### config.mk
export PLATFORM = sky130hd
export DESIGN_NAME = assoc_table_oldest_evict_unit
export DESIGN_NICKNAME = d
export VERILOG_FILES = /design/src/design/atoe_pkg.sv /design/src/design/atoe_ctrl.sv /design/src/design/atoe_dpath.sv /design/src/design/assoc_table_oldest_evict_unit.sv
export SDC_FILE = /design/constraint.sdc
export NUM_CORES = 2
export LEC_CHECK = 0
export BUFFER_PORTS_ARGS = -buffer_cell sky130_fd_sc_hd__buf_2
export CAP_MARGIN = 10
export CORE_MARGIN = 10
export CORE_UTILIZATION = 35
export DETAILED_ROUTE_END_ITERATION = 10
export SLEW_MARGIN = 10
export SYNTH_ARGS = -nofsm -noshare
export SYNTH_HDL_FRONTEND = slang
export SYNTH_HIERARCHICAL = 1
export SYNTH_SLANG_ARGS = --single-unit
### constraint.sdc
create_clock -name clock -period 22.2 [get_ports clock]
set_input_delay 2.22 -clock clock [delete_from_list [all_inputs] [get_ports clock]]
set_output_delay 2.22 -clock clock [all_outputs]
set_load 0.01 [all_outputs]
### src/design/atoe_pkg.sv
// types, sizes and codes shared by the associative table with oldest-entry eviction
`default_nettype none
package atoe_pkg;

   localparam int TABLE_ENTRIES = 8;
   localparam int KEY_BITS      = 64;
   localparam int SLOT_BITS     = $clog2(TABLE_ENTRIES);
   localparam int STAMP_BITS    = 32;

   localparam logic [SLOT_BITS-1:0] LAST_SLOT = SLOT_BITS'(TABLE_ENTRIES - 1);

   localparam logic [1:0] OP_SET   = 2'd0;
   localparam logic [1:0] OP_FIND  = 2'd1;
   localparam logic [1:0] OP_CLEAR = 2'd2;

   typedef enum logic [1:0] {
      ST_IDLE,
      ST_LOOK,
      ST_SCAN,
      ST_EXEC
   } state_type;

   typedef struct packed {
      logic [1:0]  opcode;
      logic [63:0] key_tag;
      logic [31:0] buffer_handle;
      logic [31:0] buffer_size;
   } req_type;

   typedef struct packed {
      logic        found;
      logic [2:0]  slot;
      logic        evicted;
      logic [31:0] found_handle;
      logic [31:0] found_size;
   } rsp_type;

   typedef struct packed {
      logic load;
      logic look;
      logic scan;
      logic exec;
   } cmd_type;

   typedef struct packed {
      logic need_scan;
      logic scan_done;
   } sts_type;

endpackage
`default_nettype wire

### src/design/atoe_ctrl.sv
// controller state machine: lookup, optional oldest-entry scan, execute
`default_nettype none
module atoe_ctrl (
   input  wire logic              clock,
   input  wire logic              reset,
   input  wire logic              start,
   input  wire atoe_pkg::sts_type sts,
   output atoe_pkg::cmd_type      cmd,
   output logic                   busy
);

   atoe_pkg::state_type state_ff;
   atoe_pkg::state_type state_in;

   always_ff @(posedge clock) begin
      if (reset) begin
         state_ff <= atoe_pkg::ST_IDLE;
      end else begin
         state_ff <= state_in;
      end
   end

   always_comb begin
      state_in = state_ff;
      cmd      = '0;
      unique case (state_ff)
         atoe_pkg::ST_IDLE: begin
            if (start) begin
               cmd.load = 1'b1;
               state_in = atoe_pkg::ST_LOOK;
            end
         end
         atoe_pkg::ST_LOOK: begin
            cmd.look = 1'b1;
            state_in = sts.need_scan ? atoe_pkg::ST_SCAN : atoe_pkg::ST_EXEC;
         end
         atoe_pkg::ST_SCAN: begin
            cmd.scan = 1'b1;
            if (sts.scan_done) begin
               state_in = atoe_pkg::ST_EXEC;
            end
         end
         atoe_pkg::ST_EXEC: begin
            cmd.exec = 1'b1;
            state_in = atoe_pkg::ST_IDLE;
         end
         default: begin
            state_in = atoe_pkg::ST_IDLE;
         end
      endcase
   end

   assign busy = (state_ff != atoe_pkg::ST_IDLE);

endmodule
`default_nettype wire

### src/design/atoe_dpath.sv
// datapath: entry registers, parallel key compare, serial stamp scan, result register
`default_nettype none
module atoe_dpath (
   input  wire logic              clock,
   input  wire logic              reset,
   input  wire atoe_pkg::cmd_type cmd,
   input  wire atoe_pkg::req_type req_data,
   output atoe_pkg::sts_type      sts,
   output logic                   rsp_valid,
   output atoe_pkg::rsp_type      rsp_data
);

   localparam int N  = atoe_pkg::TABLE_ENTRIES;
   localparam int SB = atoe_pkg::SLOT_BITS;

   atoe_pkg::req_type req_ff, req_in;

   logic [atoe_pkg::KEY_BITS-1:0]   key_ff    [N];
   logic [atoe_pkg::KEY_BITS-1:0]   key_in    [N];
   logic [31:0]                     handle_ff [N];
   logic [31:0]                     handle_in [N];
   logic [31:0]                     length_ff [N];
   logic [31:0]                     length_in [N];
   logic [atoe_pkg::STAMP_BITS-1:0] stamp_ff  [N];
   logic [atoe_pkg::STAMP_BITS-1:0] stamp_in  [N];
   logic [N-1:0]                    valid_ff, valid_in;
   logic [atoe_pkg::STAMP_BITS-1:0] counter_ff, counter_in;

   logic                            hit_ff, hit_in;
   logic [SB-1:0]                   hit_idx_ff, hit_idx_in;
   logic                            free_ff, free_in;
   logic [SB-1:0]                   free_idx_ff, free_idx_in;
   logic [SB-1:0]                   scan_idx_ff, scan_idx_in;
   logic [SB-1:0]                   best_idx_ff, best_idx_in;
   logic [atoe_pkg::STAMP_BITS-1:0] best_stamp_ff, best_stamp_in;

   logic                            rsp_valid_ff, rsp_valid_in;
   atoe_pkg::rsp_type               rsp_ff, rsp_in;

   logic [N-1:0]                    match_vec;
   logic                            hit_any, free_any;
   logic [SB-1:0]                   hit_pos, free_pos;
   logic [SB-1:0]                   target;
   logic [SB+2:0]                   slot_wide;
   logic [SB+2:0]                   hit_wide;

   // parallel compare and lowest-index pick
   always_comb begin
      hit_pos  = '0;
      free_pos = '0;
      for (int i = 0; i < N; i++) begin
         match_vec[i] = valid_ff[i] &&
                        (key_ff[i] == req_ff.key_tag[atoe_pkg::KEY_BITS-1:0]);
      end
      for (int i = N - 1; i >= 0; i--) begin
         if (match_vec[i]) begin
            hit_pos = SB'(i);
         end
         if (!valid_ff[i]) begin
            free_pos = SB'(i);
         end
      end
      hit_any  = |match_vec;
      free_any = ~&valid_ff;
   end

   assign sts.need_scan = (req_ff.opcode == atoe_pkg::OP_SET) && !hit_any && !free_any;
   assign sts.scan_done = (scan_idx_ff == atoe_pkg::LAST_SLOT);

   assign target    = hit_ff ? hit_idx_ff : (free_ff ? free_idx_ff : best_idx_ff);
   assign slot_wide = {3'b000, target};
   assign hit_wide  = {3'b000, hit_idx_ff};

   always_comb begin
      req_in        = cmd.load ? req_data : req_ff;
      key_in        = key_ff;
      handle_in     = handle_ff;
      length_in     = length_ff;
      stamp_in      = stamp_ff;
      valid_in      = valid_ff;
      counter_in    = counter_ff;
      hit_in        = hit_ff;
      hit_idx_in    = hit_idx_ff;
      free_in       = free_ff;
      free_idx_in   = free_idx_ff;
      scan_idx_in   = scan_idx_ff;
      best_idx_in   = best_idx_ff;
      best_stamp_in = best_stamp_ff;
      rsp_valid_in  = cmd.exec;
      rsp_in        = rsp_ff;

      if (cmd.look) begin
         hit_in        = hit_any;
         hit_idx_in    = hit_pos;
         free_in       = free_any;
         free_idx_in   = free_pos;
         scan_idx_in   = SB'(1);
         best_idx_in   = '0;
         best_stamp_in = stamp_ff[0];
      end

      // one stamp per beat, strict less keeps the lowest index on a tie
      if (cmd.scan) begin
         scan_idx_in = scan_idx_ff + SB'(1);
         if (stamp_ff[scan_idx_ff] < best_stamp_ff) begin
            best_idx_in   = scan_idx_ff;
            best_stamp_in = stamp_ff[scan_idx_ff];
         end
      end

      if (cmd.exec) begin
         rsp_in = '0;
         unique case (req_ff.opcode)
            atoe_pkg::OP_SET: begin
               handle_in[target] = req_ff.buffer_handle;
               length_in[target] = req_ff.buffer_size;
               stamp_in[target]  = counter_ff;
               counter_in        = counter_ff + 32'd1;
               if (!hit_ff) begin
                  key_in[target]   = req_ff.key_tag[atoe_pkg::KEY_BITS-1:0];
                  valid_in[target] = 1'b1;
               end
               rsp_in.found   = hit_ff;
               rsp_in.slot    = slot_wide[2:0];
               rsp_in.evicted = !hit_ff && !free_ff;
            end
            atoe_pkg::OP_FIND: begin
               if (hit_ff) begin
                  rsp_in.found        = 1'b1;
                  rsp_in.slot         = hit_wide[2:0];
                  rsp_in.found_handle = handle_ff[hit_idx_ff];
                  rsp_in.found_size   = length_ff[hit_idx_ff];
               end
            end
            atoe_pkg::OP_CLEAR: begin
               if (hit_ff) begin
                  rsp_in.found         = 1'b1;
                  rsp_in.slot          = hit_wide[2:0];
                  valid_in[hit_idx_ff] = 1'b0;
               end
            end
            default: begin
               rsp_in = '0;
            end
         endcase
      end
   end

   always_ff @(posedge clock) begin
      if (reset) begin
         valid_ff     <= '0;
         counter_ff   <= '0;
         rsp_valid_ff <= 1'b0;
      end else begin
         valid_ff     <= valid_in;
         counter_ff   <= counter_in;
         rsp_valid_ff <= rsp_valid_in;
      end
   end

   always_ff @(posedge clock) begin
      req_ff        <= req_in;
      key_ff        <= key_in;
      handle_ff     <= handle_in;
      length_ff     <= length_in;
      stamp_ff      <= stamp_in;
      hit_ff        <= hit_in;
      hit_idx_ff    <= hit_idx_in;
      free_ff       <= free_in;
      free_idx_ff   <= free_idx_in;
      scan_idx_ff   <= scan_idx_in;
      best_idx_ff   <= best_idx_in;
      best_stamp_ff <= best_stamp_in;
      rsp_ff        <= rsp_in;
   end

   assign rsp_valid = rsp_valid_ff;
   assign rsp_data  = rsp_ff;

endmodule
`default_nettype wire

### src/design/assoc_table_oldest_evict_unit.sv
// top level of the associative table with oldest-entry eviction
//
//   channel   ports                          beat taken when
//   request   start, busy, req_data          start high and busy low
//   response  rsp_valid, rsp_data            rsp_valid high (one cycle)
//
// lookup then execute: the accepted request passes the lookup and execute states, and
// execute loads the result register; the next beat can be taken in the strobe cycle
// a set that misses on a full table first runs a serial stamp scan for the oldest entry
// busy stays high until the cycle in which the result strobes
// synchronous reset clears all valid bits and the stamp counter at once
// results are never held off; each strobe lasts exactly one cycle
`default_nettype none
module assoc_table_oldest_evict_unit (
   input  wire logic              clock,
   input  wire logic              reset,
   input  wire logic              start,
   output logic                   busy,
   input  wire atoe_pkg::req_type req_data,
   output logic                   rsp_valid,
   output atoe_pkg::rsp_type      rsp_data
);

   atoe_pkg::cmd_type cmd;
   atoe_pkg::sts_type sts;

   atoe_ctrl u_ctrl (
      .clock (clock),
      .reset (reset),
      .start (start),
      .sts   (sts),
      .cmd   (cmd),
      .busy  (busy)
   );

   atoe_dpath u_dpath (
      .clock     (clock),
      .reset     (reset),
      .cmd       (cmd),
      .req_data  (req_data),
      .sts       (sts),
      .rsp_valid (rsp_valid),
      .rsp_data  (rsp_data)
   );

endmodule
`default_nettype wire

==> results.md <==
- Number of cell instances on the worst register-to-register path: 13
- Class of the tightest hold or removal check: reg -> reg
- Cell area after layout: 69430 um2
- Fin Clk Skew: 0.02914 ns
- Post-Synthesis Cells: 3422
- Share of the yosys chip area belonging to registers: 76.83%
- Area after DPL: 64480 um2
- Number of maximum-capacitance constraint violations: 0
- 1st-pass router iterations: 6
- Net Count, Synth: 3598
- Top cells by count, synth: sky130_fd_sc_hd__edfxtp_1, sky130_fd_sc_hd__xnor2_1, sky130_fd_sc_hd__xor2_1
- Prevailing post-synth register cell: sky130_fd_sc_hd__edfxtp_1
- Number of H-tree levels: 4
- Int Power: 5.403 mW
- Final period utilization: 23.12%
- Total of buffers placed on input and output ports: 203
- Crit-path max FO: 43
- Startpoint types: flop
- Share of post-route cells with drive strength above 1: 18.13%
- Vertical extent of the die: 435.0 um
- Hold Fails Final Rpt: 0
- Remaining number of nets flagged by the antenna check after routing: 0
- Flip-flop and latch count after synthesis: 1568
- Vias in the first global route: 31690
- Number of remaining DRC errors: 0
- Top cell type's share of synthesized area: 74.24%
- Root buffer cell: sky130_fd_sc_hd__clkbuf_16
- Cell area power density: 107.0 nW/um2
- Gp weighted congestion: 0.8543
- Layout overhead on the synthesized area: 15.19%
- Post-synth cell types: 66
- Post-synth ARST share: 0%
- Worst min-delay path startpoint: u_dpath/valid_ff[1]$_SDFFE_PP0P_
- Number of buffers inserted to repair setup after CTS: 0
- Core footprint: 171400 um2
- Wire length of the first global-routing pass: 220.4 mm
- Most repeated cell in the gate-level netlist after synthesis: sky130_fd_sc_hd__edfxtp_1
- Hold depth: 2
- Share of total power in combinational logic: 17.3%
- Final critical-path required period: 5.132 ns
- Leading area contributor after synthesis: sky130_fd_sc_hd__edfxtp_1
- Largest net degree at the start of global routing: 77
- Nets: 3903
- Number of warnings issued by yosys: 6
- Via density per instance: 5.134
- Starting density of the core: 35.17%
- Average routed wire per standard cell: 24.68 um
- Setup_tns: 0 ns
- Clock share of power: 34.4%
- Via Count: 31640
- Clock-pin slew on the worst setup and hold paths: 0.06 ns
- Violation count after the first detailed-routing iteration: 2873
- Endpoint required time on the critical path: 22.86 ns
- Horizontal die dimension: 435.0 um
- TritonCTS clock tree: built
- Most area-consuming cells after synthesis: sky130_fd_sc_hd__edfxtp_1, sky130_fd_sc_hd__xnor2_1, sky130_fd_sc_hd__dfxtp_1, sky130_fd_sc_hd__xor2_1, sky130_fd_sc_hd__mux4_2
- Slew of the pin with the lowest slew margin: 1.122 ns
- Register share of total power: 48.2%
- I/O pin total: 204
- Maximum vdd drop: 73.33 uV
- Quantity of hold-fixing buffers added after cts: 0
- Leakage component of the power: 22.21 nW
- Sum of overflow across all layers after global routing: 0
- Max-slew headroom at the worst pin: 23.28%
- Number of buffers inserted during clock tree synthesis: 156
- Worst Setup Path Type: reg -> reg
- Reg2Reg Launch Point: u_dpath/scan_idx_ff[1]$_SDFFCE_PN0P_
- Status: completed
- Total global-route track usage: 15.57%
- Total wire length after detailed routing: 152.1 mm
- Worst setup path start: u_dpath/scan_idx_ff[1]$_SDFFCE_PN0P_
- # rows: 152
- Final setup violating endpoints: 0
- Skew-Pair Late Insertion Delay: 0.79 ns
- Detailed placer's ending HPWL: 86.85 mm
- Initial antenna violation count: 13
- Clk sink count: 1568
- Psw: 2.024 mW
- Utilization after layout: 40.52%
- Setup repair after global routing missed its margin: false
- Die Area: 189200 um2
- Element type at the critical path end: flop
- Number of pins exceeding their max-slew limit in the final report: 0
- Average footprint of a synthesized cell: 17.61 um2
- Share of total power consumed by net switching: 27.25%
- Max frequency: 194.9 MHz
- Cells resized by post-CTS repair: 0
- Mapped cell area: 60270 um2
- Max Root-Sink Buffers: 3
- Number of flops mapped to enable cells by yosys: 1490
- Crit path arrival time: 5.80 ns
power by group through the flow:
stage	logic, mW	clock network [mW]	registers (mW)
global placement	1.29	0	3.64
CTS	1.30	2.61	3.58
finish	1.29	2.56	3.58
detailed placement	1.30	0	3.65
global route	1.41	2.73	3.60
floorplan	0.822	0	3.64
placed cells by master (no fill, tap or decap), types with 8 or more instances in the layout:
master	Yosys	layout
sky130_fd_sc_hd__a31oi_1	70	70
sky130_fd_sc_hd__nor3_1	19	18
sky130_fd_sc_hd__nor4_1	60	60
sky130_fd_sc_hd__clkbuf_1	121	35
sky130_fd_sc_hd__nand3_1	22	22
sky130_fd_sc_hd__a22o_1	74	74
sky130_fd_sc_hd__buf_2	21	203
sky130_fd_sc_hd__clkbuf_8	0	8
sky130_fd_sc_hd__bufinv_16	0	8
sky130_fd_sc_hd__mux4_2	64	64
sky130_fd_sc_hd__o21ai_0	46	46
sky130_fd_sc_hd__inv_1	106	106
sky130_fd_sc_hd__clkinv_1	1	31
sky130_fd_sc_hd__o2111ai_1	23	23
sky130_fd_sc_hd__buf_4	4	110
sky130_fd_sc_hd__nor2b_1	19	19
sky130_fd_sc_hd__xnor2_1	247	247
sky130_fd_sc_hd__xor2_1	166	166
sky130_fd_sc_hd__ha_1	43	41
sky130_fd_sc_hd__a21oi_1	22	22
sky130_fd_sc_hd__nor2_1	77	59
sky130_fd_sc_hd__a221oi_1	70	70
sky130_fd_sc_hd__dfxtp_1	78	78
sky130_fd_sc_hd__clkinv_2	0	24
sky130_fd_sc_hd__nand2_1	76	75
sky130_fd_sc_hd__nand4_1	85	85
sky130_fd_sc_hd__clkbuf_16	0	160
sky130_fd_sc_hd__o2bb2ai_1	13	13
sky130_fd_sc_hd__nor2_4	0	18
sky130_fd_sc_hd__nand2b_1	66	66
sky130_fd_sc_hd__edfxtp_1	1490	1490
sky130_fd_sc_hd__mux2_2	66	66
sky130_fd_sc_hd__a22oi_1	131	131
sky130_fd_sc_hd__a2111oi_0	11	11
sky130_fd_sc_hd__o22ai_1	27	27
routing by layer:
| layer | global-route usage [%] | share of wire [%] | up-vias |
|---|---|---|---|
| met1 | 19.95 | 42 | 16290 |
| met2 | 26.65 | 50 | 1023 |
| li1 | - | - | 14090 |
| met4 | 4.923 | 2.6 | 2 |
| met5 | 0 | 0.0085 | - |
| met3 | 2.873 | 5.9 | 232 |
worst paths after layout:
path,end,slack [ns]
max,u_dpath/best_stamp_ff[28]$_DFF_P_,17.07
min,u_dpath/valid_ff[1]$_SDFFE_PP0P_,0.56
min reg2reg,u_dpath/valid_ff[1]$_SDFFE_PP0P_,0.56
max reg2reg,u_dpath/best_stamp_ff[28]$_DFF_P_,17.07
state kept, by name, indices dropped and copies added, names as in the netlist:
name,flops
u_dpath/scan_idx_ff,3
u_dpath/length_ff,256
u_ctrl/state_ff,2
u_dpath/hit_idx_ff,3
u_dpath/best_idx_ff,3
u_dpath/stamp_ff,256
u_dpath/hit_ff,1
u_dpath/valid_ff,8
u_dpath/free_idx_ff,3
u_dpath/best_stamp_ff,32
u_dpath/counter_ff,32
u_dpath/req_ff,130
u_dpath/rsp_valid,1
u_dpath/rsp_data,69
u_dpath/free_ff,1
u_dpath/key_ff,512
u_dpath/handle_ff,256
worst max-delay path, cell delays in order, from the launching register on:
cell and delay, ns:
sky130_fd_sc_hd__edfxtp_1 0.32, sky130_fd_sc_hd__buf_4 0.33, sky130_fd_sc_hd__buf_4 0.61, sky130_fd_sc_hd__mux4_2 0.40, sky130_fd_sc_hd__mux2_2 0.30, sky130_fd_sc_hd__ha_1 0.29, sky130_fd_sc_hd__a21o_1 0.18, sky130_fd_sc_hd__a21oi_1 0.15
sky130_fd_sc_hd__nor3_1 0.08, sky130_fd_sc_hd__nor4_1 0.36, sky130_fd_sc_hd__a21oi_1 0.22, sky130_fd_sc_hd__a211oi_4 0.83, sky130_fd_sc_hd__buf_4 0.48, sky130_fd_sc_hd__mux2_2 0.38
cell families (layout without fill, tap and decap cells):
group	count (synthesis)	count (layout)	share of synthesized area, %
compound gates	523	523	6.502
xor+xnor	413	413	6.002
fa+ha+maj	43	43	0.8927
buf+inv	274	702	1.846
flops	1568	1568	76.83
mux	138	138	3.762
other cells	0	2	0
simple gates	463	463	4.169
stage by stage:
stage	hold WS [ns]	worst slack, ns	std cells	power [mW]
detailed placement	0.5573	17.07	5879	4.942
global route	0.5899	16.85	6162	7.736
CTS	0.5663	17.03	6160	7.496
global placement	0.5490	17.05	5879	4.926
finish	0.5638	17.07	6162	7.427
floorplan	0.4997	14.82	3422	4.460
cell type report:
cell class / instances / area (um2)
diodes: 2 / 5.005
repair buffers: 313 / 1842
clock buffers: 203 / 4245
multi-input cells: 1580 / 13040
inverters: 108 / 405.4
clock inverters: 78 / 690.7
fillers: 15410 / 101900
flip-flops and latches: 1568 / 46300
well taps: 2310 / 2890
Note: power is estimated with default switching activity, not from simulation.
